<file path="src/rtl/rmq_pkg.sv">
// ----------------------------------------------------------------------------
// rmq_pkg: shared widths, types and constants
// Widths of the matrix-to-quaternion datapath, all derived from FRACTION_BITS.
// ----------------------------------------------------------------------------
package rmq_pkg;

   localparam int FRACTION_BITS = 14;
   localparam int ONE           = 1 << FRACTION_BITS;
   localparam int SAT           = (ONE > 32767) ? 32767 : ONE;

   // Signed width of a branch component (radicand or off-diagonal term).
   localparam int CW    = ((FRACTION_BITS > 17) ? FRACTION_BITS : 17) + 2;
   // Sum of four squares, and the remainder of the square root.
   localparam int SUM_W = 2 * CW;
   localparam int RW    = CW + 3;
   // Quotient bits and the divider's working width.
   localparam int Q_W   = FRACTION_BITS + 1;
   localparam int DW    = CW + FRACTION_BITS + 1;
   // Latency of one division lane.
   localparam int LANE_LAT = Q_W + 1;

   typedef logic signed [CW-1:0] comp_type;
   typedef logic [CW-1:0]        len_type;

   typedef struct packed {
      logic valid;
      logic deg;
   } ctl_type;

endpackage

</file>
<file path="src/rtl/rmq_front.sv">
// ----------------------------------------------------------------------------
// rmq_front: branch selection
// Picks the Shepperd branch and forms the radicand and the three
// off-diagonal sums or differences as one registered vector.
// ----------------------------------------------------------------------------
module rmq_front (
   input  logic                  clock,
   input  logic                  reset,
   input  logic                  en,
   input  logic                  in_valid,
   input  logic signed [15:0]    r00, r01, r02,
   input  logic signed [15:0]    r10, r11, r12,
   input  logic signed [15:0]    r20, r21, r22,
   output rmq_pkg::ctl_type      ctl,
   output rmq_pkg::comp_type     comp [4]
);
   import rmq_pkg::*;

   comp_type m00, m01, m02, m10, m11, m12, m20, m21, m22, one_c, trace, rad;
   comp_type comp_in [4];
   logic     valid_ff;
   logic     deg_ff;
   comp_type comp_ff [4];

   assign m00 = CW'(r00);
   assign m01 = CW'(r01);
   assign m02 = CW'(r02);
   assign m10 = CW'(r10);
   assign m11 = CW'(r11);
   assign m12 = CW'(r12);
   assign m20 = CW'(r20);
   assign m21 = CW'(r21);
   assign m22 = CW'(r22);
   assign one_c = CW'(ONE);
   assign trace = m00 + m11 + m22;

   always_comb begin
      if (trace > 0) begin
         rad        = one_c + trace;
         comp_in[0] = rad;
         comp_in[1] = m21 - m12;
         comp_in[2] = m02 - m20;
         comp_in[3] = m10 - m01;
      end else if (r00 > r11 && r00 > r22) begin
         rad        = one_c + m00 - m11 - m22;
         comp_in[0] = m21 - m12;
         comp_in[1] = rad;
         comp_in[2] = m01 + m10;
         comp_in[3] = m02 + m20;
      end else if (r11 > r22) begin
         rad        = one_c + m11 - m00 - m22;
         comp_in[0] = m02 - m20;
         comp_in[1] = m01 + m10;
         comp_in[2] = rad;
         comp_in[3] = m12 + m21;
      end else begin
         rad        = one_c + m22 - m00 - m11;
         comp_in[0] = m10 - m01;
         comp_in[1] = m02 + m20;
         comp_in[2] = m12 + m21;
         comp_in[3] = rad;
      end
   end

   always_ff @(posedge clock) begin
      if (reset) begin
         valid_ff <= 1'b0;
      end else if (en) begin
         valid_ff <= in_valid;
      end
   end

   always_ff @(posedge clock) begin
      if (en) begin
         deg_ff  <= (rad <= 0);
         comp_ff <= comp_in;
      end
   end

   assign ctl.valid = valid_ff;
   assign ctl.deg   = deg_ff;
   assign comp      = comp_ff;

endmodule

</file>
<file path="config.mk">
export PLATFORM = sky130hd
export DESIGN_NAME = rmq_front
export DESIGN_NICKNAME = d
export VERILOG_FILES = /design/src/rtl/rmq_pkg.sv /design/src/rtl/rmq_front.sv
export SDC_FILE = /design/constraint.sdc
export NUM_CORES = 1
export LEC_CHECK = 0
export BUFFER_PORTS_ARGS = -buffer_cell sky130_fd_sc_hd__buf_2
export CAP_MARGIN = 20
export CORE_MARGIN = 2
export CORE_UTILIZATION = 55
export DETAILED_ROUTE_END_ITERATION = 8
export GPL_TIMING_DRIVEN = 0
export PLACE_DENSITY = 0.8
export SLEW_MARGIN = 10
export SYNTH_ARGS = -nofsm -noshare
export SYNTH_HDL_FRONTEND = slang
export SYNTH_SLANG_ARGS = --single-unit
export TNS_END_PERCENT = 30
</file>
<file path="constraint.sdc">
create_clock -name clock -period 4.9 [get_ports clock]
set_clock_uncertainty 0.05 [all_clocks]
set_input_delay 0.98 -clock clock [delete_from_list [all_inputs] [get_ports clock]]
set_output_delay 0.98 -clock clock [all_outputs]
set_load 0.05 [all_outputs]
</file>
=== Yosys cells after proc, flatten, opt, wreduce, memory -nomap -nowiden ===
Index checks and enable logic that the tools add are counted.

* Add/sub/neg operators: 18
* Order comparisons: 5
* Mux-type cells: 6
* Reduce and logical (&&, ||, !) cells: 1

{| class="wikitable"
|+ Operator list
! cell !! number
|-
| $mux 76 || 3
|-
| $add 16x16->17 || 4
|-
| $mux 19 || 3
|-
| $sub 18x16->19 || 3
|-
| $sub 17x16->18 || 3
|-
| $add 16x16->17 const A || 3
|-
| $sub 16x16->17 || 3
|-
| $gt 16x16->1 || 3
|-
| $add 16x18->19 const A || 1
|-
| $le 19x1->1 const B || 1
|-
| $add 17x16->18 || 1
|-
| $gt 18x1->1 const B || 1
|-
| $logic_and 1x1->1 || 1
|}

* Bits in registers: 78
* Input bits: 148
* Output and inout bits: 78
* Logic and storage cells: 36

=== Depth between registers and ports, before layout ===
* Word-level depth: 7
* Depth in mapped cells: 20
* Mapped depth without buffers: 17

=== Worst setup path after synthesis ===
No wires, ideal clock.

* Path kind: input-to-reg
* From: in r00[11]
* To: reg comp_ff (netlist bit comp[12]), data pin
* Setup time: 0.262 ns
* Arrival: 4.722 ns
* Data required time: 4.588 ns
* Setup slack: -0.134 ns
* Cell stages on the path: 20
* Path buffers: 3
* Path through: inv_1 fa_1 inv_1 ha_1 buf_2 a21o_1 a21o_1 or2_2 a21oi_1 o21bai_1 a211oi_1 nor2_1 inv_1 ha_1 inv_1 a2111oi_4 or2_1 buf_4 buf_6 mux2_1

{| class="wikitable"
|+ RTL lines
! item !! line !! RTL
|-
| start, declared || rmq_front.sv:11 || <nowiki>input logic signed [15:0] r00, r01, r02,</nowiki>
|-
| end signal, assigned || rmq_front.sv:76 || <nowiki>comp_ff <= comp_in;</nowiki>
|-
| end, declared || rmq_front.sv:23 || <nowiki>comp_type comp_ff [4];</nowiki>
|}

==> out/results.ini <==
[setup_path]
slowest_stage = fa_1
end_kind = flop
critPathLaunchType = input port
critical_path_buf_inv_count = 5
critical_path.top_delay_family = compound AO/OA/AOI/OAI gates
cp.arrival_ps = 4950
path_class = in -> reg
crit_fanout = 8
slowest_delay_ps = 550
path_cells = buf_6, inv_4, fa_1, inv_2, ha_1, a21oi_2, o211ai_1, nand3_4, a21oi_2, or3_1, a2111o_1, a2111oi_4, or2_4, buf_12, buf_12, mux2_1
worstPathRequired_ps = 4940

[yosys]
ys_seq_area_share_pct = 14.2
netlist_area_um2 = 16400
yosysUniqueCellTypes = 80
ys_warn_count = 0
yosysTopAreaCell = ha_1
synthTopCellsByArea = ha_1, edfxtp_1, fa_1
synth_edf_count = 77
ys_seq_elements = 78
synthCells = 1962
syn_avg_cell_area_um2 = 8.38
synth_flop_cell = edfxtp_1
synth_common_cells = ha_1, inv_1, a21oi_1
synthArstFlopShare_pct = 0
yosysTopAreaCellShare_pct = 22.5
synth_fp_nets = 2482
synth.most_common_cell = ha_1

[floorplanning]
io_pins = 226
die_h_um = 177
coreArea_um2 = 29600
dieArea_um2 = 31300
die_w_um = 177
start_util_pct = 55.6
core.rowCount = 63

[grt]
overflow = 0
grt_max_degree = 54
grt_pass1_vias = 15300
grt_use_total_pct = 34.7
antenna_found_initial = 1
grt_pass1_wl_mm = 83.4

[place]
dpl.hpwl_mm = 46.0
place_area_um2 = 18200
place.gp.congestion = 0.996
portBuffers = 225
dp.cells = 2579

[timing]
final_hold_viol_count = 0
fin_ws_ps = -6.12
min_period_ps = 4910
worstMarginPinSlew_ps = 865
slew-limit-headroom_pct = 41.8
holdWs_ps = 469
setup_viol = 3
rsz0062_at_grt = true
fin_tns_setup_ps = -10.7
timing.final.crit_share_pct = 100
timing.fmax_mhz = 204
drv_slew = 0

[run_status]
outcome = complete, but fails checks
violations = negative setup slack

[clock_network]
insertion_delay_ps = 350
root_buffer = clkbuf_16
cts_tree = done
clkTransAtPathRegs_ps = 60
cts_made_buffers = 9
h-tree-depth = 3
clockBufferDepth = 2
cts_hold_buf = 0
cts.sink_count = 78

[route]
drt_wl_total_mm = 56.7
drtIter0Drc = 1796
final_antenna_net_count = 0
drcViolationCount = 0
via_per_inst = 6.15
wl_per_cell_um = 21.4
first_pass_iters = 6
num_vias = 16300

[cells_and_area]
synthToLayoutAreaGrowth_pct = 18.8
antenna_cells = 0
design_area_um2 = 19500
drive_above_1_share_pct = 21.5
fin_cells = 2642
finalNetCount = 2767

[worst_hold_path]
hold_class = reg -> reg

[pwr]
p_per_area_nw_per_um2 = 346
p_leak_nw = 9.18
ir_worst_vdd_mv = 0.301

[job]
maxCapViolations = 0

-- tightest hold or removal path: cells and delay by family, from the launching register on --
family | cells | cell delay (ps)
flip-flops | 1 | 330
AND/OR/NAND/NOR | 1 | 80
multiplexers | 1 | 70
-- sequential cells by signal (all words and copies together) (netlist names) --
| register | count |
|---|---|
| deg_ff | 1 |
| comp | 76 |
| valid_ff | 1 |
-- cell families after synthesis --
logic type	count (synthesis)	share of synthesized area [%]
AOI/OAI and AO/OA	524	21.2
xor gates and xnor gates	112	5.97
adders and majority gates	372	31.8
buffers and inverters	319	7.62
DFF	78	14.2
muxes	69	4.43
and+or+nand+nor	488	14.8
-- cell type report --
type	instances	area [um^2]
clock inverters	6	38.8
flip-flops and latches	78	2330
plain buffers	70	427
fillers	2519	10000
clock buffers	10	229
multi-input cells	1565	13400
repair buffers	276	1630
well taps	390	488
inverters	247	965
-- routing by layer --
metal | vias up | global-route usage [%] | wire (um)
met1 | 7718 | 47.4 | 23600
met3 | 138 | 6.01 | 5530
li1 | 7486 | - | -
met4 | 0 | 11.5 | 2120
met2 | 909 | 55.6 | 25400
met5 | - | 0 | 0
-- placed cells by master, fill, tap and decap left out, drive strengths merged, types with 30 or more instances in the layout --
cell | Yosys | routed
o21ai | 88 | 88
mux2i | 39 | 39
inv | 246 | 238
a21oi | 146 | 146
xnor2 | 83 | 83
ha | 296 | 296
edfxtp | 77 | 77
clkbuf | 51 | 66
nand2 | 121 | 121
mux2 | 30 | 30
fa | 76 | 76
nand3 | 32 | 32
nor3 | 45 | 45
nor2 | 120 | 120
a211oi | 34 | 34
buf | 21 | 290
-- worst paths after layout --
path,cells past startpoint,endpoint,slack [ps],start
worst max-delay path,16,comp[31],-6,r00[2]
worst min-delay path,2,valid_ff,470,valid_ff
worst max register to register,2,valid_ff,4260,valid_ff
worst min register to register,2,valid_ff,470,valid_ff
-- stage by stage --
stage / setup slack [ps] / utilization, % / total power (W)
6_report: -6.12 / 66.1 / 0.00676
5_1_grt: -129 / 66.1 / 0.00708
4_1_cts: 0.400 / 63.6 / 0.00629
3_5_place_dp: -1290 / 61.5 / 0.00550
3_3_place_gp: -1470 / 61.3 / 0.00544
2_1_floorplan: 8.12 / - / 0.00420
-- report_power, final --
part | switching, W | total, W | internal (W) | leakage [nW]
Sequential | 0.0000591 | 0.00106 | 0.00100 | 0.761
Clock | 0.000301 | 0.000642 | 0.000342 | 0.128
Combinational | 0.00325 | 0.00506 | 0.00181 | 8.29
-- timing repair --
| item | CTS | global route |
|---|---|---|
| setup buffers | 12 | 32 |
| endpoints found under the setup margin | 77 | 77 |
| gates cloned | 0 | 4 |
| pin swaps | 17 | 20 |
| resized for setup | 86 | 135 |
Power figures use the tool's default switching activity.
