File: config.mk
export PLATFORM = sky130hd
export DESIGN_NAME = rmq_div_lane
export DESIGN_NICKNAME = d
export VERILOG_FILES = /design/src/rtl/rmq_pkg.sv /design/src/rtl/rmq_div_lane.sv
export SDC_FILE = /design/constraint.sdc
export NUM_CORES = 2
export LEC_CHECK = 0
export BUFFER_PORTS_ARGS = -buffer_cell sky130_fd_sc_hd__buf_2
export CAP_MARGIN = 20
export CORE_MARGIN = 3
export CORE_UTILIZATION = 55
export DETAILED_ROUTE_END_ITERATION = 12
export HOLD_SLACK_MARGIN = 0.12
export PLACE_DENSITY = 0.74
export SLEW_MARGIN = 5
export SYNTH_ARGS = -nofsm -noshare
export SYNTH_HDL_FRONTEND = slang
export SYNTH_SLANG_ARGS = --single-unit
File: constraint.sdc
create_clock -name clock -period 3.21 [get_ports clock]
set_input_delay 0.321 -clock clock [delete_from_list [all_inputs] [get_ports clock]]
set_output_delay 0.321 -clock clock [all_outputs]
set_load 0.02 [all_outputs]
File: src/rtl/rmq_pkg.sv
// ----------------------------------------------------------------------------
// rmq_pkg: shared widths, types and constants
// Widths of the matrix-to-quaternion datapath, all derived from FRACTION_BITS.
// ----------------------------------------------------------------------------
package rmq_pkg;

   localparam int FRACTION_BITS = 14;
   localparam int ONE           = 1 << FRACTION_BITS;
   localparam int SAT           = (ONE > 32767) ? 32767 : ONE;

   // Signed width of a branch component (radicand or off-diagonal term).
   localparam int CW    = ((FRACTION_BITS > 17) ? FRACTION_BITS : 17) + 2;
   // Sum of four squares, and the remainder of the square root.
   localparam int SUM_W = 2 * CW;
   localparam int RW    = CW + 3;
   // Quotient bits and the divider's working width.
   localparam int Q_W   = FRACTION_BITS + 1;
   localparam int DW    = CW + FRACTION_BITS + 1;
   // Latency of one division lane.
   localparam int LANE_LAT = Q_W + 1;

   typedef logic signed [CW-1:0] comp_type;
   typedef logic [CW-1:0]        len_type;

   typedef struct packed {
      logic valid;
      logic deg;
   } ctl_type;

endpackage

File: src/rtl/rmq_div_lane.sv
// ----------------------------------------------------------------------------
// rmq_div_lane: one normalization lane
// Divides one component by the vector length with rounding to nearest,
// one quotient bit per stage, then saturates and restores the sign.
// ----------------------------------------------------------------------------
module rmq_div_lane (
   input  logic                  clock,
   input  logic                  en,
   input  rmq_pkg::comp_type     comp,
   input  rmq_pkg::len_type      len,
   output logic signed [15:0]    quot
);
   import rmq_pkg::*;

   logic [CW-1:0]  mag;
   logic           neg_ff [LANE_LAT];
   logic [DW-1:0]  rem_ff [LANE_LAT];
   logic [CW-1:0]  len_ff [LANE_LAT];
   logic [Q_W-1:0] q_ff   [LANE_LAT];
   logic [Q_W-1:0] q_sat;
   logic [15:0]    q16;

   assign mag = (comp < 0) ? CW'(-comp) : CW'(comp);

   // Numerator with half the divisor added, so truncation rounds to nearest.
   always_ff @(posedge clock) begin
      if (en) begin
         neg_ff[0] <= (comp < 0);
         rem_ff[0] <= (DW'(mag) << FRACTION_BITS) + DW'(len >> 1);
         len_ff[0] <= len;
         q_ff[0]   <= '0;
      end
   end

   for (genvar j = 1; j < LANE_LAT; j++) begin : g_bit
      localparam int SH = Q_W - j;
      logic [DW-1:0] dvs;
      logic          ge;

      assign dvs = DW'(len_ff[j-1]) << SH;
      assign ge  = (rem_ff[j-1] >= dvs);

      always_ff @(posedge clock) begin
         if (en) begin
            neg_ff[j] <= neg_ff[j-1];
            len_ff[j] <= len_ff[j-1];
            rem_ff[j] <= ge ? rem_ff[j-1] - dvs : rem_ff[j-1];
            q_ff[j]   <= {q_ff[j-1][Q_W-2:0], ge};
         end
      end
   end

   assign q_sat = (q_ff[LANE_LAT-1] > Q_W'(SAT)) ? Q_W'(SAT) : q_ff[LANE_LAT-1];
   assign q16   = 16'(q_sat);
   assign quot  = neg_ff[LANE_LAT-1] ? -$signed(q16) : $signed(q16);

endmodule

Yosys cells after proc, flatten, opt, wreduce, memory -nomap -nowiden
Memory sizes are Yosys's and may differ from the RTL's.
Cells that the tools add are included.
Word-level totals
  register bits after elaboration: 0
  memories kept: 4
  RAM bits: 1104
  input port bits: 40
  output and inout port bits: 16
  logic and storage cells: 59
Memories
  rem_ff: depth 16, width 34, read ports 15, clocked after Yosys merged registers in 0, write ports 16, RTL line rmq_div_lane.sv:17  | logic [DW-1:0] rem_ff [LANE_LAT];
  len_ff: depth 16, width 19, read ports 15, clocked after Yosys merged registers in 0, write ports 16, RTL line rmq_div_lane.sv:18  | logic [CW-1:0] len_ff [LANE_LAT];
  q_ff: depth 16, width 15, read ports 16, clocked after Yosys merged registers in 0, write ports 16, RTL line rmq_div_lane.sv:19  | logic [Q_W-1:0] q_ff [LANE_LAT];
  neg_ff: depth 16, width 1, read ports 16, clocked after Yosys merged registers in 0, write ports 16, RTL line rmq_div_lane.sv:16  | logic neg_ff [LANE_LAT];
Operators by class
  $add $sub $neg: 18
  magnitude comparators: 17
  mux-type cells: 20
Operator list (count)
  $mux 34: 15
  $add 33x18->34: 1
  $ge 34x19->1: 1
  $ge 34x20->1: 1
  $ge 34x21->1: 1
  $ge 34x22->1: 1
  $ge 34x23->1: 1
  $ge 34x24->1: 1
  $ge 34x25->1: 1
  $ge 34x26->1: 1
  $ge 34x27->1: 1
  $ge 34x28->1: 1
  $ge 34x29->1: 1
  $ge 34x30->1: 1
  $ge 34x31->1: 1
  $ge 34x32->1: 1
  $ge 34x33->1: 1
  $sub 34x19->34: 1
  $sub 34x20->34: 1
  $sub 34x21->34: 1
  $sub 34x22->34: 1
  $sub 34x23->34: 1
  $sub 34x24->34: 1
  $sub 34x25->34: 1
  16 further kinds: 17

Longest topological paths before layout
An unclocked memory read counts as a cell.
  depth in word-level cells: 5
  mapped depth: 15
  depth with buffers taken out: 14

Worst setup path before layout
OpenSTA, ideal clock, no wires.
  path type: register -> register
  start: memory len_ff[1][0] (netlist bit)
  end: memory rem_ff[3][14] (netlist bit) (data pin)
  setup slack: -0.110 ns
  required time: 2.940 ns
  setup time: 0.270 ns
  arrival time: 3.050 ns
  clock period less this slack: 3.320 ns
  buffers on the path: 2
  stages on the path, launching flop included: 13
  cell sequence: edfxtp_1 -> ha_1 -> fa_1 -> nand2b_1 -> a21oi_1 -> o21bai_1 -> a21oi_1 -> nand4_1 -> a311o_1 -> o211ai_1 -> clkbuf_1 -> buf_1 -> a21oi_1
RTL lines (RTL line)
  from (decl): rmq_div_lane.sv:18
  to (decl): rmq_div_lane.sv:17

==> results by stage <==
Worst setup path:
- For the worst flop-to-flop path, the logic depth is 13.
- STA classifies the critical path endpoint as a register.
- The critical path is of the register to register type.
- The end of the worst register-to-register path is rem_ff[13][24].
- At the worst endpoint, the required time is 3.61 ns.
- The master of the slowest instance on the critical path is sky130_fd_sc_hd__edfxtp_1.
- The delay of the slowest critical-path stage is 0.40 ns.
- The beginning of the critical path is len_ff[6][3].
- Traced cell by cell, the critical path runs through inv_2 > ha_4 > inv_2 > fa_2 > a21o_1 > a31oi_4 > nor4_4 > or3_4 > o31a_1 > a41o_1 > or3_4 > buf_4 > xnor2_1.
- The worst register-to-register path has a setup slack of -0.06 ns.
- The kind of start point of the critical path is a register.
- The data arrival time of the critical path is 3.67 ns.
- The critical path endpoint is rem_ff[13][24].
- The beginning of the worst register-to-register path is len_ff[6][3].
- The largest fanout on the critical path is 4.

Timing:
- The actual transition at the worst max-transition pin is 0.727 ns.
- The final critical-path setup slack is -0.0615 ns.
- Derived from the worst setup path, the maximum achievable clock frequency is 306 MHz.
- Setup repair after global routing could not meet its margin everywhere.
- The final critical-path required period is 3.27 ns.
- The worst clock skew on the final layout is 0.0250 ns.
- Hold is met by 0.155 ns.
- The number of pins exceeding their max-slew limit in the final report is 0.
- The period utilization is 102%.
- The number of failing setup endpoints in the final timing report is 4.
- The headroom to the max-slew limit is 51.1%.
- The number of hold violations in the final report is 0.

Drt:
- The routed layout has 32,500 vias.
- The first-pass detailed-route iteration total is 5.
- The mean routed wirelength per cell is 18.3 microns.
- The detail route stage leaves a number of antenna-violating nets equal to 0.
- For this run, design rule violations remaining after detail routing come to 0.
- The routed wire length is 103 mm.
- The violation count after the first detailed-routing iteration is 2,189.
- Using the TritonRoute via totals, the vias-per-cell ratio works out to 5.77.

Layout:
- In the final design database the tool counted 4,855 nets.
- The layout has 5,946 filler cells.
- In the layout the commonest cells are sky130_fd_sc_hd__edfxtp_1, sky130_fd_sc_hd__buf_4, sky130_fd_sc_hd__inv_1, sky130_fd_sc_hd__nand2_1, sky130_fd_sc_hd__ha_1.
- Compared with the post-synthesis result, the final layout area differs by 19.1%.
- In the final layout, the share of cells above drive strength 1 is 18.0%.
- Cells fill 66.5% of the core in the end.
- The number of antenna diodes in the final layout is 0.
- The library cell used most frequently in the layout, excluding fill and tap cells, is sky130_fd_sc_hd__edfxtp_1.

Logic synthesis:
- The dominant combinational cell family by area after synthesis is compound AO/OA/AOI/OAI gates.
- The unique cell type count in the Yosys netlist is 85.
- The sequential-to-total area share from yosys stat is 54.0%.
- The xor/xnor cell area share of the yosys netlist is 6.57%.
- The area share of the largest cell type after synthesis is 54.0%.
- Among all flip-flop cells after synthesis, the most frequent one is sky130_fd_sc_hd__edfxtp_1.
- The mux cell area share after synthesis is 1.19%.
- The yosys synthesis warning count is 0.
- In this run, synthesis produced a sequential element count of 812.
- Summing every instance area after synthesis gives 45,200 sq um.
- The post-synthesis net count is 4,369.
- Yosys mapped a number of flops with a built-in enable equal to 812.
- By area the synthesized netlist is led by sky130_fd_sc_hd__edfxtp_1, sky130_fd_sc_hd__ha_1, sky130_fd_sc_hd__xor2_1, sky130_fd_sc_hd__xnor2_1, sky130_fd_sc_hd__o21ai_0.
- The synthesized instance count is 4,023.
- The fraction of registers with async set/reset is 0%.
- Averaged over all synthesized cells, the footprint is 11.2 sq um.
- The basic-gate share of the synthesized area counting and, or, nand and nor cells is 12.1%.
- The adder and majority cell fraction of the synthesized area is 8.73%.
- The synthesized netlist devotes 13.7% of its cell area to compound gates.
- The cell accounting for the most synthesized area is sky130_fd_sc_hd__edfxtp_1.

Clock tree:
- CTS built an H-tree with a depth of 3.
- The buffer cell driving the clock tree root is sky130_fd_sc_hd__clkbuf_16.
- After clock tree synthesis, the clock-pin slew on the worst setup and hold paths is 0.06 ns.
- The clock tree buffer depth is 3.
- The number of sinks on the clock net is 812.
- The clock tree from TritonCTS is yes.
- The source-to-sink clock delay at the later pin of the worst-skew pair is 0.64 ns.
- The total CTS buffers is 87.

Placement:
- At the end of routability-driven placement, the weighted congestion stood at 0.924.
- Buffers placed on the I/O ports in this run total 55.
- The half-perimeter wire length of the detailed placement result is 75.2 mm.

Power and ir drop:
- In this run, the combinational gates consume 40.1% of the power.
- Power spread over the standard cell area amounts to 831 nW/um^2.
- The fraction of power consumed by the clock network is 22.4%.
- In this run the power spent charging and discharging nets is 15.5 mW.
- Sequential cells burn 37.5% of the power.
- Of the total power, the share spent switching nets is 34.7%.
- The internal power consumption is 29.2 mW.
- The cell leakage power is 21.3 nW.
- The worst vdd rail ir drop is 0.522 mV.

Floorplan:
- The total I/O pin count is 56.
- The initial utilization of the core area, before any placement, comes to 55.8%.
- The placeable core region is 80,900 sq um.
- The die is 293 microns tall.
- The die covers 85,600 sq um.
- After floorplanning, the core was divided into 104 placement rows.
- The die span in x is 293 microns.

GRT:
- The largest net degree at the start of global routing is 104.
- Summed over all layers, the global routing overflow is 0.
- Global routing consumed, over all layers together, 23.7% of the routing resources.
- The global-route wire length before repair is 164 mm.
- The number of antenna violations at the first check in global routing is 0.
- The number of global-route vias before repair was 32,400.

Job:
- The reported max-cap violation count is 0.

Status:
- The checks that failed: setup timing.
- The run finished, with violations left.

Min path:
- The path type of the worst min-delay path is input port to register.
==> how the worst min path moves through the flow <==
| stage | from | endpoint | slack [ns] | cells past startpoint |
|---|---|---|---|---|
| CTS | en | len_ff[0][20] | 0.14 | 1 |
| floorplan | neg_ff[0][0] | neg_ff[0][1] | 0.40 | 0 |
| detailed placement | q_ff[11][3] | q_ff[12][4] | 0.40 | 0 |
| global placement | neg_ff[3][1] | neg_ff[4][0] | 0.40 | 0 |
| global route | en | len_ff[0][20] | 0.17 | 1 |
| finish | en | len_ff[0][20] | 0.15 | 1 |
==> flip-flops by register name, summed over array words and instances (netlist names) <==
| signal | flops |
|---|---|
| rem_ff | 391 |
| len_ff | 285 |
| neg_ff | 16 |
| q_ff | 120 |
==> power groups by stage <==
stage / sequential, mW / combinational [mW] / clock, mW
2_1_floorplan: 16.2 / 11.8 / 0
3_3_place_gp: 16.8 / 16.4 / 0
3_5_place_dp: 16.9 / 16.7 / 0
4_1_cts: 16.7 / 17.1 / 10.2
5_1_grt: 17.0 / 19.9 / 10.6
6_report: 16.8 / 17.9 / 10.0
==> per-stage QoR <==
stage	TNS (ns)	setup WS (ns)	cells	total power [mW]	cell area [sq um]
6_report	-0.105	-0.0615	5638	44.7	53800
4_1_cts	-0.191	-0.0956	5606	44.0	52800
5_1_grt	-2.44	-0.179	5638	47.5	53800
2_1_floorplan	0	0.00197	4023	28.0	45200
3_5_place_dp	-3.37	-0.328	5409	33.6	49300
3_3_place_gp	-1.20	-0.211	5409	33.3	49300
==> critical path, delay by kind of cell, from the launching register on <==
family                     cells  cell delay, ns
adders and majority gates      2            0.47
xor gates and xnor gates       1            0.12
AOI/OAI and AO/OA              4            0.90
DFF                            1            0.40
and+or+nand+nor                3            0.87
buffers and inverters          3            0.28
==> Yosys cell counts (12+ instances only) <==
library cell                 n
sky130_fd_sc_hd__edfxtp_1  812
sky130_fd_sc_hd__inv_1     357
sky130_fd_sc_hd__nand2_1   322
sky130_fd_sc_hd__ha_1      291
sky130_fd_sc_hd__o21ai_0   271
sky130_fd_sc_hd__a21oi_1   263
sky130_fd_sc_hd__nor2_1    235
sky130_fd_sc_hd__xor2_1    173
sky130_fd_sc_hd__xnor2_1   166
sky130_fd_sc_hd__a21o_1    116
sky130_fd_sc_hd__nor3_1     89
sky130_fd_sc_hd__clkbuf_1   62
sky130_fd_sc_hd__nand4_1    60
sky130_fd_sc_hd__nor2b_1    57
sky130_fd_sc_hd__o21a_1     56
sky130_fd_sc_hd__nand2b_1   54
sky130_fd_sc_hd__nand3_1    54
sky130_fd_sc_hd__nor4_1     49
sky130_fd_sc_hd__o31ai_1    43
sky130_fd_sc_hd__mux2_2     38
sky130_fd_sc_hd__a31oi_1    35
sky130_fd_sc_hd__or3_1      35
sky130_fd_sc_hd__a211oi_1   31
sky130_fd_sc_hd__o21bai_1   31
sky130_fd_sc_hd__o31a_1     24
sky130_fd_sc_hd__or2_2      23
sky130_fd_sc_hd__o211ai_1   22
sky130_fd_sc_hd__or4_1      20
sky130_fd_sc_hd__and3_1     16
sky130_fd_sc_hd__fa_1       15
sky130_fd_sc_hd__nor4b_1    12
==> logic make-up after synthesis <==
logic type | count (synthesis)
other cells | 1
simple gates | 1090
compound gates | 987
fa+ha+maj | 306
mux | 49
xor+xnor | 339
flops | 812
buf+inv | 439
==> layer usage <==
layer | GRT usage, % | vias to the layer above | wire length, microns
met5 | 0 | - | 0
met4 | 9.69 | 0 | 4670
met3 | 2.93 | 285 | 4360
li1 | - | 15800 | -
met1 | 28.4 | 15500 | 41400
met2 | 43.2 | 902 | 52900
==> cell type report <==
class / instances / area (sq um) / area share, %
Sequential cell: 812 / 24400 / 45.3
Multi-Input combinational cell: 2772 / 20100 / 37.4
Timing Repair Buffer: 478 / 3770 / 7.01
Clock buffer: 106 / 2290 / 4.26
Inverter: 358 / 1340 / 2.50
Tap cell: 1060 / 1330 / 2.47
Clock inverter: 52 / 543 / 1.01
==> repair_timing <==
action	in CTS	in global routing
endpoints found under the setup margin	61	217
gates resized for setup	58	168
buffers inserted	13	33
pin swaps	22	66
endpoints found under the hold margin	26	0
cloned	1	0
hold buffers	25	0
No activity file was read; power rests on OpenSTA's default activity.
